`src/rtl/modular_exponent_block_cipher_assert.svh`:
```
// Assertion macros shared by the modular exponentiation RTL.
// Relies on the including module having clk_i and rst_ni in scope.
`ifndef MODULAR_EXPONENT_BLOCK_CIPHER_ASSERT_SVH
`define MODULAR_EXPONENT_BLOCK_CIPHER_ASSERT_SVH

// Same-cycle implication, disabled during reset
`define MEXP_ASSERT_IMP(lbl, ante, cons, msg) \
  lbl: assert property (@(posedge clk_i) disable iff (!rst_ni) (ante) |-> (cons)) \
    else $error(msg);

// Next-cycle implication, disabled during reset
`define MEXP_ASSERT_NXT(lbl, ante, cons, msg) \
  lbl: assert property (@(posedge clk_i) disable iff (!rst_ni) (ante) |=> (cons)) \
    else $error(msg);

`endif

```
`src/rtl/mexp_pkg.sv`:
```
// Shared types and constants for the modular exponentiation block.
// No dependencies.
package mexp_pkg;

  // Fixed widths of the item fields
  localparam int unsigned BlockBits = 32;
  localparam int unsigned OutBits   = 32;

  // Configuration register indexes
  localparam int unsigned CfgIdxBits = 2;
  localparam logic [CfgIdxBits-1:0] CFG_EXPONENT = 2'd0;
  localparam logic [CfgIdxBits-1:0] CFG_MODULUS  = 2'd1;

  // Status of the shared modular multiplier
  typedef struct packed {
    logic busy;
    logic done;
  } mm_stat_t;

endpackage

```
`src/rtl/mexp_mulmod.sv`:
```
// Bit-serial modular multiplier: p = a * b mod m, one bit of b per cycle.
// Depends on mexp_pkg (status struct). Requires a < m and m >= 2.
module mexp_mulmod #(
  parameter int unsigned WORD_BITS = 32
) (
  input  logic                 clk_i,
  input  logic                 rst_ni,
  input  logic                 start_i,
  input  logic [WORD_BITS-1:0] a_i,
  input  logic [WORD_BITS-1:0] b_i,
  input  logic [WORD_BITS-1:0] m_i,
  output mexp_pkg::mm_stat_t   stat_o,
  output logic [WORD_BITS-1:0] p_o
);

  localparam int unsigned CntBits = $clog2(WORD_BITS);
  localparam logic [CntBits-1:0] CntTop = CntBits'(WORD_BITS - 1);

  logic                 busy_q, done_q;
  logic [CntBits-1:0]   cnt_q;
  logic [WORD_BITS-1:0] acc_q, a_q, b_q;
  logic [WORD_BITS-1:0] acc_d;

  logic [WORD_BITS+1:0] sum;
  logic [WORD_BITS+2:0] sub1, sub2;

  // 2*acc + bit*a lies below 3m: subtract m or 2m, chosen by borrow
  always_comb begin
    sum  = {1'b0, acc_q, 1'b0} + {2'b00, (b_q[WORD_BITS-1] ? a_q : '0)};
    sub1 = {1'b0, sum} - {3'b000, m_i};
    sub2 = {1'b0, sum} - {2'b00, m_i, 1'b0};
    if (!sub2[WORD_BITS+2]) begin
      acc_d = sub2[WORD_BITS-1:0];
    end else if (!sub1[WORD_BITS+2]) begin
      acc_d = sub1[WORD_BITS-1:0];
    end else begin
      acc_d = sum[WORD_BITS-1:0];
    end
  end

  // Sequencing: bit counter, busy and done pulse
  always_ff @(posedge clk_i or negedge rst_ni) begin
    if (!rst_ni) begin
      busy_q <= 1'b0;
      done_q <= 1'b0;
      cnt_q  <= '0;
    end else begin
      done_q <= 1'b0;
      if (start_i) begin
        busy_q <= 1'b1;
        cnt_q  <= CntTop;
      end else if (busy_q) begin
        if (cnt_q == '0) begin
          busy_q <= 1'b0;
          done_q <= 1'b1;
        end else begin
          cnt_q <= cnt_q - 1'b1;
        end
      end
    end
  end

  // Datapath: operands latched at start, accumulator stepped while busy
  always_ff @(posedge clk_i) begin
    if (start_i) begin
      a_q   <= a_i;
      b_q   <= b_i;
      acc_q <= '0;
    end else if (busy_q) begin
      acc_q <= acc_d;
      b_q   <= {b_q[WORD_BITS-2:0], 1'b0};
    end
  end

  assign stat_o.busy = busy_q;
  assign stat_o.done = done_q;
  assign p_o         = acc_q;

endmodule

```
`src/rtl/modular_exponent_block_cipher.sv`:
```
// Modular exponentiation block cipher (RSA style): result = block ^ exponent mod modulus.
// Top level: sequencer around mexp_mulmod; uses mexp_pkg and the assertion header.
//
// One block at a time. An accepted block is first reduced modulo the modulus,
// then square-and-multiply walks the exponent from its top bit. Every modular
// product goes through the single shared bit-serial multiplier. A modulus
// below two gives result 0. A finished result sits in an output register, so
// the next block can be taken while it waits. Configuration (index 0 exponent,
// index 1 modulus) is always ready and must be written only while idle.
`include "modular_exponent_block_cipher_assert.svh"

module modular_exponent_block_cipher #(
  parameter int unsigned WORD_BITS = 32
) (
  input  logic                                clk_i,
  input  logic                                rst_ni,
  // input block channel
  input  logic [mexp_pkg::BlockBits-1:0]      block_i,
  input  logic                                block_valid_i,
  output logic                                block_stall_o,
  // result channel
  output logic [mexp_pkg::OutBits-1:0]        result_o,
  output logic                                result_valid_o,
  input  logic                                result_stall_i,
  // configuration write channel
  input  logic                                cfg_valid_i,
  output logic                                cfg_ready_o,
  input  logic [mexp_pkg::CfgIdxBits-1:0]     cfg_index_i,
  input  logic [WORD_BITS-1:0]                cfg_data_i
);

  localparam int unsigned IdxBits = $clog2(WORD_BITS);
  localparam logic [IdxBits-1:0] IdxTop = IdxBits'(WORD_BITS - 1);

  // Sequencer states
  localparam logic [2:0] ST_IDLE   = 3'd0;
  localparam logic [2:0] ST_REDUCE = 3'd1;
  localparam logic [2:0] ST_SQUARE = 3'd2;
  localparam logic [2:0] ST_MULT   = 3'd3;
  localparam logic [2:0] ST_HOLD   = 3'd4;

  logic [2:0]                    state_q, state_d;
  logic [IdxBits-1:0]            idx_q, idx_d;
  logic                          mm_start_q, mm_start_d;
  logic                          out_valid_q, out_valid_d;
  logic [WORD_BITS-1:0]          exp_q, mod_q;
  logic [WORD_BITS-1:0]          op_a_q, op_a_d, op_b_q, op_b_d;
  logic [WORD_BITS-1:0]          base_q, base_d, acc_q, acc_d;
  logic [mexp_pkg::OutBits-1:0]  res_q, res_d;

  logic [WORD_BITS-1:0]          blk_w;
  logic [mexp_pkg::OutBits-1:0]  acc_lo;
  logic [WORD_BITS-1:0]          mm_p;
  mexp_pkg::mm_stat_t            mm_stat;
  logic                          blk_xfer, res_xfer, slot_free;

  // Width adaptation between item fields and the working word
  if (WORD_BITS >= mexp_pkg::BlockBits) begin : g_wide
    assign blk_w  = WORD_BITS'(block_i);
    assign acc_lo = acc_q[mexp_pkg::OutBits-1:0];
  end else begin : g_narrow
    assign blk_w  = block_i[WORD_BITS-1:0];
    assign acc_lo = mexp_pkg::OutBits'(acc_q);
  end

  // Handshakes
  assign block_stall_o  = (state_q != ST_IDLE);
  assign blk_xfer       = block_valid_i && !block_stall_o;
  assign result_valid_o = out_valid_q;
  assign result_o       = res_q;
  assign res_xfer       = out_valid_q && !result_stall_i;
  assign slot_free      = !out_valid_q || !result_stall_i;
  assign cfg_ready_o    = 1'b1;

  // Configuration registers
  always_ff @(posedge clk_i or negedge rst_ni) begin
    if (!rst_ni) begin
      exp_q <= WORD_BITS'(3);
      mod_q <= WORD_BITS'(2);
    end else if (cfg_valid_i) begin
      case (cfg_index_i)
        mexp_pkg::CFG_EXPONENT: exp_q <= cfg_data_i;
        mexp_pkg::CFG_MODULUS:  mod_q <= cfg_data_i;
        default: ;
      endcase
    end
  end

  // Shared modular multiplier
  mexp_mulmod #(
    .WORD_BITS (WORD_BITS)
  ) u_mulmod (
    .clk_i   (clk_i),
    .rst_ni  (rst_ni),
    .start_i (mm_start_q),
    .a_i     (op_a_q),
    .b_i     (op_b_q),
    .m_i     (mod_q),
    .stat_o  (mm_stat),
    .p_o     (mm_p)
  );

  // Square-and-multiply sequencer
  always_comb begin
    state_d     = state_q;
    idx_d       = idx_q;
    mm_start_d  = 1'b0;
    out_valid_d = out_valid_q;
    op_a_d      = op_a_q;
    op_b_d      = op_b_q;
    base_d      = base_q;
    acc_d       = acc_q;
    res_d       = res_q;

    if (res_xfer) begin
      out_valid_d = 1'b0;
    end

    case (state_q)
      ST_IDLE: begin
        if (blk_xfer) begin
          if (mod_q < WORD_BITS'(2)) begin
            acc_d   = '0;
            state_d = ST_HOLD;
          end else begin
            // reduce block: shift its bits into 1 * block mod m
            op_a_d     = WORD_BITS'(1);
            op_b_d     = blk_w;
            mm_start_d = 1'b1;
            state_d    = ST_REDUCE;
          end
        end
      end
      ST_REDUCE: begin
        if (mm_stat.done) begin
          base_d     = mm_p;
          op_a_d     = WORD_BITS'(1);
          op_b_d     = WORD_BITS'(1);
          idx_d      = IdxTop;
          mm_start_d = 1'b1;
          state_d    = ST_SQUARE;
        end
      end
      ST_SQUARE: begin
        if (mm_stat.done) begin
          acc_d = mm_p;
          if (exp_q[idx_q]) begin
            op_a_d     = mm_p;
            op_b_d     = base_q;
            mm_start_d = 1'b1;
            state_d    = ST_MULT;
          end else if (idx_q == '0) begin
            state_d = ST_HOLD;
          end else begin
            idx_d      = idx_q - 1'b1;
            op_a_d     = mm_p;
            op_b_d     = mm_p;
            mm_start_d = 1'b1;
          end
        end
      end
      ST_MULT: begin
        if (mm_stat.done) begin
          acc_d = mm_p;
          if (idx_q == '0) begin
            state_d = ST_HOLD;
          end else begin
            idx_d      = idx_q - 1'b1;
            op_a_d     = mm_p;
            op_b_d     = mm_p;
            mm_start_d = 1'b1;
            state_d    = ST_SQUARE;
          end
        end
      end
      ST_HOLD: begin
        // wait for the output register to free up
        if (slot_free) begin
          res_d       = acc_lo;
          out_valid_d = 1'b1;
          state_d     = ST_IDLE;
        end
      end
      default: begin
        state_d = ST_IDLE;
      end
    endcase
  end

  // Control registers
  always_ff @(posedge clk_i or negedge rst_ni) begin
    if (!rst_ni) begin
      state_q     <= ST_IDLE;
      idx_q       <= '0;
      mm_start_q  <= 1'b0;
      out_valid_q <= 1'b0;
    end else begin
      state_q     <= state_d;
      idx_q       <= idx_d;
      mm_start_q  <= mm_start_d;
      out_valid_q <= out_valid_d;
    end
  end

  // Payload registers
  always_ff @(posedge clk_i) begin
    op_a_q <= op_a_d;
    op_b_q <= op_b_d;
    base_q <= base_d;
    acc_q  <= acc_d;
    res_q  <= res_d;
  end

  // Assertions
  `MEXP_ASSERT_NXT(a_accept_busy, blk_xfer, state_q != ST_IDLE,
                   "block transfer did not leave idle")
  `MEXP_ASSERT_IMP(a_start_free, mm_start_q, !mm_stat.busy,
                   "multiplier started while busy")
  `MEXP_ASSERT_IMP(a_done_state, mm_stat.done,
                   state_q == ST_REDUCE || state_q == ST_SQUARE || state_q == ST_MULT,
                   "multiplier done outside a product state")
  `MEXP_ASSERT_NXT(a_small_mod, blk_xfer && (mod_q < WORD_BITS'(2)),
                   state_q == ST_HOLD && acc_q == '0,
                   "modulus below two did not give zero")

endmodule
```
`config.mk`:
```
export PLATFORM = sky130hd
export DESIGN_NAME = modular_exponent_block_cipher
export DESIGN_NICKNAME = d
export VERILOG_FILES = /design/src/rtl/mexp_pkg.sv /design/src/rtl/mexp_mulmod.sv /design/src/rtl/modular_exponent_block_cipher.sv
export VERILOG_INCLUDE_DIRS = /design/src /design/src/rtl
export SDC_FILE = /design/constraint.sdc
export NUM_CORES = 1
export LEC_CHECK = 0
export ABC_CLOCK_PERIOD_IN_PS = 9700
export BUFFER_PORTS_ARGS = -buffer_cell sky130_fd_sc_hd__buf_2
export CORE_UTILIZATION = 45
export CTS_CLUSTER_DIAMETER = 80
export DETAILED_ROUTE_END_ITERATION = 6
export GPL_TIMING_DRIVEN = 1
export SLEW_MARGIN = 20
export SYNTH_ARGS = -nofsm -noshare
export SYNTH_HDL_FRONTEND = slang
export SYNTH_SLANG_ARGS = --single-unit
export TNS_END_PERCENT = 100
```
`constraint.sdc`:
```
create_clock -name clk_i -period 9.7 [get_ports clk_i]
set_input_delay 0.97 -clock clk_i [delete_from_list [all_inputs] [get_ports clk_i]]
set_output_delay 0.97 -clock clk_i [all_outputs]
set_load 0.1 [all_outputs]
```
Yosys cells after proc, flatten, opt, wreduce, memory -nomap -nowiden

Index checks and enable logic that the tools add are counted.

$add $sub $neg: 5
$lt $le $gt $ge: 2
Eq/ne operators: 16
Multiplexer cells: 62
Reductions and logical operators: 25

Operators with widths:

| cell                                                                           | number |
|---|---|
| 32-bit 2-to-1 mux                                                              | 21 |
| 32-bit case mux with 4 select lines                                            | 2 |
| 32-bit case mux with 2 select lines                                            | 1 |
| 5-bit 2-to-1 mux                                                               | 8 |
| 34-bit by 32-bit subtractor with 35-bit output                                 | 1 |
| 34-bit by 33-bit subtractor with 35-bit output                                 | 1 |
| 33-bit by 32-bit adder with 34-bit output                                      | 1 |
| 32-bit by 2-bit less-than comparator with 1-bit output (second input constant) | 1 |
| 3-bit 2-to-1 mux                                                               | 9 |
| 1-bit 2-to-1 mux                                                               | 17 |
| 3-bit case mux with 5 select lines                                             | 1 |
| 5-bit case mux with 3 select lines                                             | 1 |
| 2-bit != test (second input constant)                                          | 6 |
| 6-bit AND reduction                                                            | 2 |
| 5-bit logical NOT                                                              | 2 |
| 2-bit AND reduction                                                            | 5 |
| 5-bit by 1-bit subtractor with 5-bit output (second input constant)            | 2 |
| 2-bit by 1-bit != test with 1-bit output (second input constant)               | 4 |
| 3-bit by 2-bit equality test with 1-bit output (second input constant)         | 2 |
| 5-bit by 6-bit less-than comparator with 1-bit output (second input constant)  | 1 |
| 3-bit nonzero test                                                             | 2 |
| 1-bit binary-select mux with 5-bit select                                      | 1 |
| 5-bit AND reduction                                                            | 1 |
| 1-bit case mux with 4 select lines                                             | 1 |
| other kinds (13)                                                               | 17 |

Register bits after elaboration: 337
Input bits: 71
Output and inout port bits: 35
Logic and storage cells: 127

Longest topological paths before layout

Depth in word-level cells: 5
Mapped depth: 25

Cells and area by module

A second synthesis with hierarchy kept.

Cells, all modules: 1821
Area, all modules: 19757.7 um^2

Modules (own cells, without submodules):

| module                        | instances | cells an instance | area each (um^2) |
|---|---|---|---|
| modular_exponent_block_cipher | 1         | 751               | 10292.4 |
| mexp_mulmod                   | 1         | 1070              | 9465.3 |

Least setup slack after synthesis

Ideal clock, no wire load.

Path kind: reg-to-reg
Start point: register state_q[2]
End point: register op_a_q[0] (enable)
Library setup time: 0.564 ns
Arrival time: 5.913 ns
Data required time: 9.136 ns
Slack: 3.223 ns
Stages on the path, launching flop included: 4
Cell sequence: dfrtp_1 > or3_1 > o22ai_1 > nor3_1

Word-level cells in the longest chain between the ends: 5
Elaborated cells on any way between the ends: 14
Those cells by class: 8 x eq/ne; 6 x reduce/logical

RTL lines:

| what                          | line                                 | RTL |
|---|---|---|
| start: declaration            | modular_exponent_block_cipher.sv:42  | `logic [2:0] state_q, state_d;` |
| start signal: assignment      | modular_exponent_block_cipher.sv:198 | `state_q <= state_d;` |
| 3-bit nonzero test            | modular_exponent_block_cipher.sv:67  | `assign block_stall_o = (state_q != ST_IDLE);` |
| named net block_stall_o       | modular_exponent_block_cipher.sv:20  | `output logic block_stall_o,` |
| 1-bit logical NOT             | modular_exponent_block_cipher.sv:68  | `assign blk_xfer = block_valid_i && !block_stall_o;` |
| 1-bit logical AND             | modular_exponent_block_cipher.sv:68  |  |
| 2-bit != test (no line)       | n/a                                  |  |
| 6-bit AND reduction (no line) | n/a                                  |  |
| end signal: assignment        | modular_exponent_block_cipher.sv:207 | `op_a_q <= op_a_d;` |
| end: declaration              | modular_exponent_block_cipher.sv:47  | `logic [WORD_BITS-1:0] op_a_q, op_a_d, op_b_q, op_b_d;` |

The timed path passes the listed nets, and every way through them passes these cells.
A chain may end at the register's enable or synchronous reset.

Worst setup path in the final report

Start point: register u_mulmod.b_q[31]
End point: register u_mulmod.acc_q[21] (netlist: u_mulmod.p_o[21])

Word-level cells in the longest chain between the ends: 5
Elaborated cells on any way between the ends: 6
Those cells by class: 3 x add/sub; 3 x mux

RTL lines:

| what                                           | line              | RTL |
|---|---|---|
| start: declaration                             | mexp_mulmod.sv:21 | `logic [WORD_BITS-1:0] acc_q, a_q, b_q;` |
| start signal: assignment                       | mexp_mulmod.sv:67 | `b_q <= b_i;` |
| start signal: assignment                       | mexp_mulmod.sv:71 | `b_q <= {b_q[WORD_BITS-2:0], 1'b0};` |
| 32-bit 2-to-1 mux *                            | mexp_mulmod.sv:29 | `sum = {1'b0, acc_q, 1'b0} + {2'b00, (b_q[WORD_BITS-1] ? a_q : '0)};` |
| 33-bit by 32-bit adder with 34-bit output *    | mexp_mulmod.sv:29 |  |
| 34-bit by 32-bit subtractor with 35-bit output | mexp_mulmod.sv:30 | `sub1 = {1'b0, sum} - {3'b000, m_i};` |
| 32-bit 2-to-1 mux                              | mexp_mulmod.sv:34 | `end else if (!sub1[WORD_BITS+2]) begin` |
| 32-bit 2-to-1 mux *                            | mexp_mulmod.sv:32 | `if (!sub2[WORD_BITS+2]) begin` |
| end signal: assignment                         | mexp_mulmod.sv:68 | `acc_q <= '0;` |
| end signal: assignment                         | mexp_mulmod.sv:70 | `acc_q <= acc_d;` |
| end: declaration                               | mexp_mulmod.sv:21 |  |

Every way passes the cells marked *; elsewhere a longest branch is shown, timed or not.

==> out/metrics.cfg <==
[yosys]
yosysSeqAreaShare=0.494
ys_types=80
ys_ff_latch=337
synth_ff_type=edfxtp_1
yosysTopAreaCell=edfxtp_1
synth_edf_count=224
yosys_warnings=0
synthArstFlopShare=0.240
syn-cell-area_um2=19000
postSynthAreaPerCell_um2=10.7
synth_area_leaders=edfxtp_1 35%, dfrtp_1 10%, ha_1 6.4%
netlist.area_leader.share=0.354
synthesis.nets=1949
synth_cells=1777

[floorplanning]
fp.dieArea_um2=43100
coreArea_um2=41300
dieHeight_um=208
ios=106
num_rows=74
fp.dieW_um=208
start_util=0.460

[critical_path]
r2r_start=u_mulmod.b_q[31]$_DFFE_PP_
endpoint_kind=register
crit_chain=and2_1 > ha_1 > inv_1 > fa_1 > nand2b_1 > a21oi_1 > nor2b_1 > o21ai_0 > a21o_1 > a21o_1 > xnor2_1 > ha_1 > a21oi_1 > o21ai_0 > a2111oi_1 > o21ai_1 > a31oi_1 > o21ai_1 > a41o_1 > buf_4 > nor2_1 > o311a_1 > nor3_1
max_stage_delay_ns=0.83
path_class=register to register
r2r_end=u_mulmod.p_o[21]$_SDFFE_PP0P_
reg2reg_slack_ns=2.98
reg2reg_depth=23
start_kind=register
critPathLaunch=u_mulmod.b_q[31]$_DFFE_PP_
worstPathMaxFanout=32
cpMaxStageDelayCell=edfxtp_1
crit_required_ns=10.13
cp.arrival_ns=7.14

[cells_and_area]
drive_gt1_frac=0.169
design_area_um2=21300
final_common_cell=edfxtp_1
fillers=3693
nets=2027
final_cell_mix=224 x edfxtp_1, 172 x nand2_1, 156 x a21oi_1, 106 x nor2_1, 103 x buf_2
diodes=0
multiInputGateArea_um2=9060
ff_latch_area_um2=9400
syn2layout_area_growth_pct=12.1

[clock_network]
tritoncts=done
clockBufferDepth=3
clkSlewWorstSetupHoldPaths_ns=0.07
post_cts_buffers=0
cts.sinks=337
cts_buffers=37
cts_root_buf=clkbuf_16
postCtsHoldBufs=0
ctsResizeCount=0
clk_latency_ns=0.56
htreeDepth=2

[route]
vias=14096
wl_met1_um=23200
drt_iter0_drc=1319
viasPerCell=5.83
wl_met3_um=2750
drc=0
route.met2.wl_um=25000
drtPass1Iterations=5
routed_wl_um=52300
ant_nets=0
routedWlPerCell_um=21.6
top_layer_used=met5

[global_routing]
grt_pass1_vias=13767
grt_max_degree=71
antenna_found_initial=5
grtUsageTotal=0.244
overflow=0
grt_pass1_wl_um=81200

[timing]
setup_viol=0
worst_pin_slew_ns=1.06
layout_min_cycle_time_ns=6.72
slew_headroom=0.288
finClkSkew_ns=0.0262
hold_viol=0
rsz0062_at_grt=no
drv_slew=0
setup-tns-final_ns=0
period_share=0.692
fmax_mhz=149

[job]
cap_violations=0

[hold_path]
hold_class=primary input to async pin

[status]
status=finished clean

[placement]
routabilityCongestion=0.928
place_area_um2=20000
io_buffers=104
dp_hpwl_um=37200

==> cell families after synthesis <==
| kind of cell | Yosys count | synth area share |
|---|---|---|
| adder cells (fa/ha/maj) | 101 | 0.0676 |
| XOR/XNOR | 81 | 0.0377 |
| other | 1 | 0.000197 |
| AO/OA/AOI/OAI | 474 | 0.158 |
| AND/OR/NAND/NOR | 482 | 0.120 |
| multiplexers | 146 | 0.0900 |
| flip-flops | 337 | 0.494 |
| buffers and inverters | 155 | 0.0322 |
==> worst max-delay path: cells and delay by family (launching register included) <==
kind	cells	cell delay (ns)
xor gates and xnor gates	1	0.22
adders and majority gates	3	0.95
buffers and inverters	2	0.29
and+or+nand+nor	5	1.12
DFF	1	0.83
AOI/OAI and AO/OA	12	3.16
==> final cells by class <==
class | count | area share
tap | 532 | 0.0312
timing repair buffer | 121 | 0.0305
clock inverter | 25 | 0.0136
inverter | 73 | 0.0129
sequential | 337 | 0.441
clock buffer | 43 | 0.0454
multi-input combinational | 1285 | 0.425
==> routing by layer <==
layer  GRT usage  vias to the layer above
met1       0.332                     6881
met5           0                        -
li1            -                     6701
met2       0.404                      428
met3      0.0372                       84
met4      0.0710                        2
==> synthesized netlist by cell type (6+ instances only) <==
cell type and count:
nand4_1 15, o21ai_0 102, a221oi_1 6, buf_2 6
dfxtp_1 32, a31oi_1 18, nand2_1 172, or3_1 6
a211o_1 6, dfrtp_1 78, a211oi_1 32, inv_1 73
mux4_2 10, o211ai_1 10, nand2b_1 20, and2_1 62
a21o_1 40, ha_1 98, mux2i_1 39, nor2_1 108
clkbuf_1 68, nor2b_1 12, and3_1 12, a21oi_1 157
xor2_1 19, o32ai_1 8, nand3_1 25, o21a_1 18
nor3_1 22, edfxtp_1 224, nor4_1 10, xnor2_1 61
mux2_2 96, o21bai_1 16
==> worst max path at each step <==
stage,endpoint
CTS,u_mulmod.p_o[28]$_SDFFE_PP0P_
detailed placement,u_mulmod.p_o[28]$_SDFFE_PP0P_
floorplan,op_a_q[0]$_DFFE_PP_
global placement,u_mulmod.p_o[21]$_SDFFE_PP0P_
global route,u_mulmod.p_o[28]$_SDFFE_PP0P_
finish,u_mulmod.p_o[21]$_SDFFE_PP0P_
==> per-stage QoR <==
stage / setup slack, ns / utilization / instances / hold slack, ns
detailed placement: 2.85 / 0.485 / 2348 / 0.405
global route: 2.44 / 0.516 / 2416 / 0.268
floorplan: 3.22 / - / 1777 / 0.400
finish: 2.98 / 0.516 / 2416 / 0.274
global placement: 2.96 / 0.485 / 2348 / 0.402
CTS: 2.81 / 0.516 / 2416 / 0.257
==> registers in the layout, indices dropped and copies added (netlist names) <==
signal	cells
u_mulmod.p_o	32
mm_start_q	1
u_mulmod.busy_q	1
u_mulmod.a_q	32
result_valid_o	1
u_mulmod.done_q	1
acc_lo	32
u_mulmod.b_q	32
u_mulmod.cnt_q	5
state_q	3
op_b_q	32
result_o	32
mod_q	32
idx_q	5
base_q	32
op_a_q	32
exp_q	32
Power is left out: the tool's default activity adds up to more than one toggle a clock period on the data nets, which glitch-free logic cannot reach.
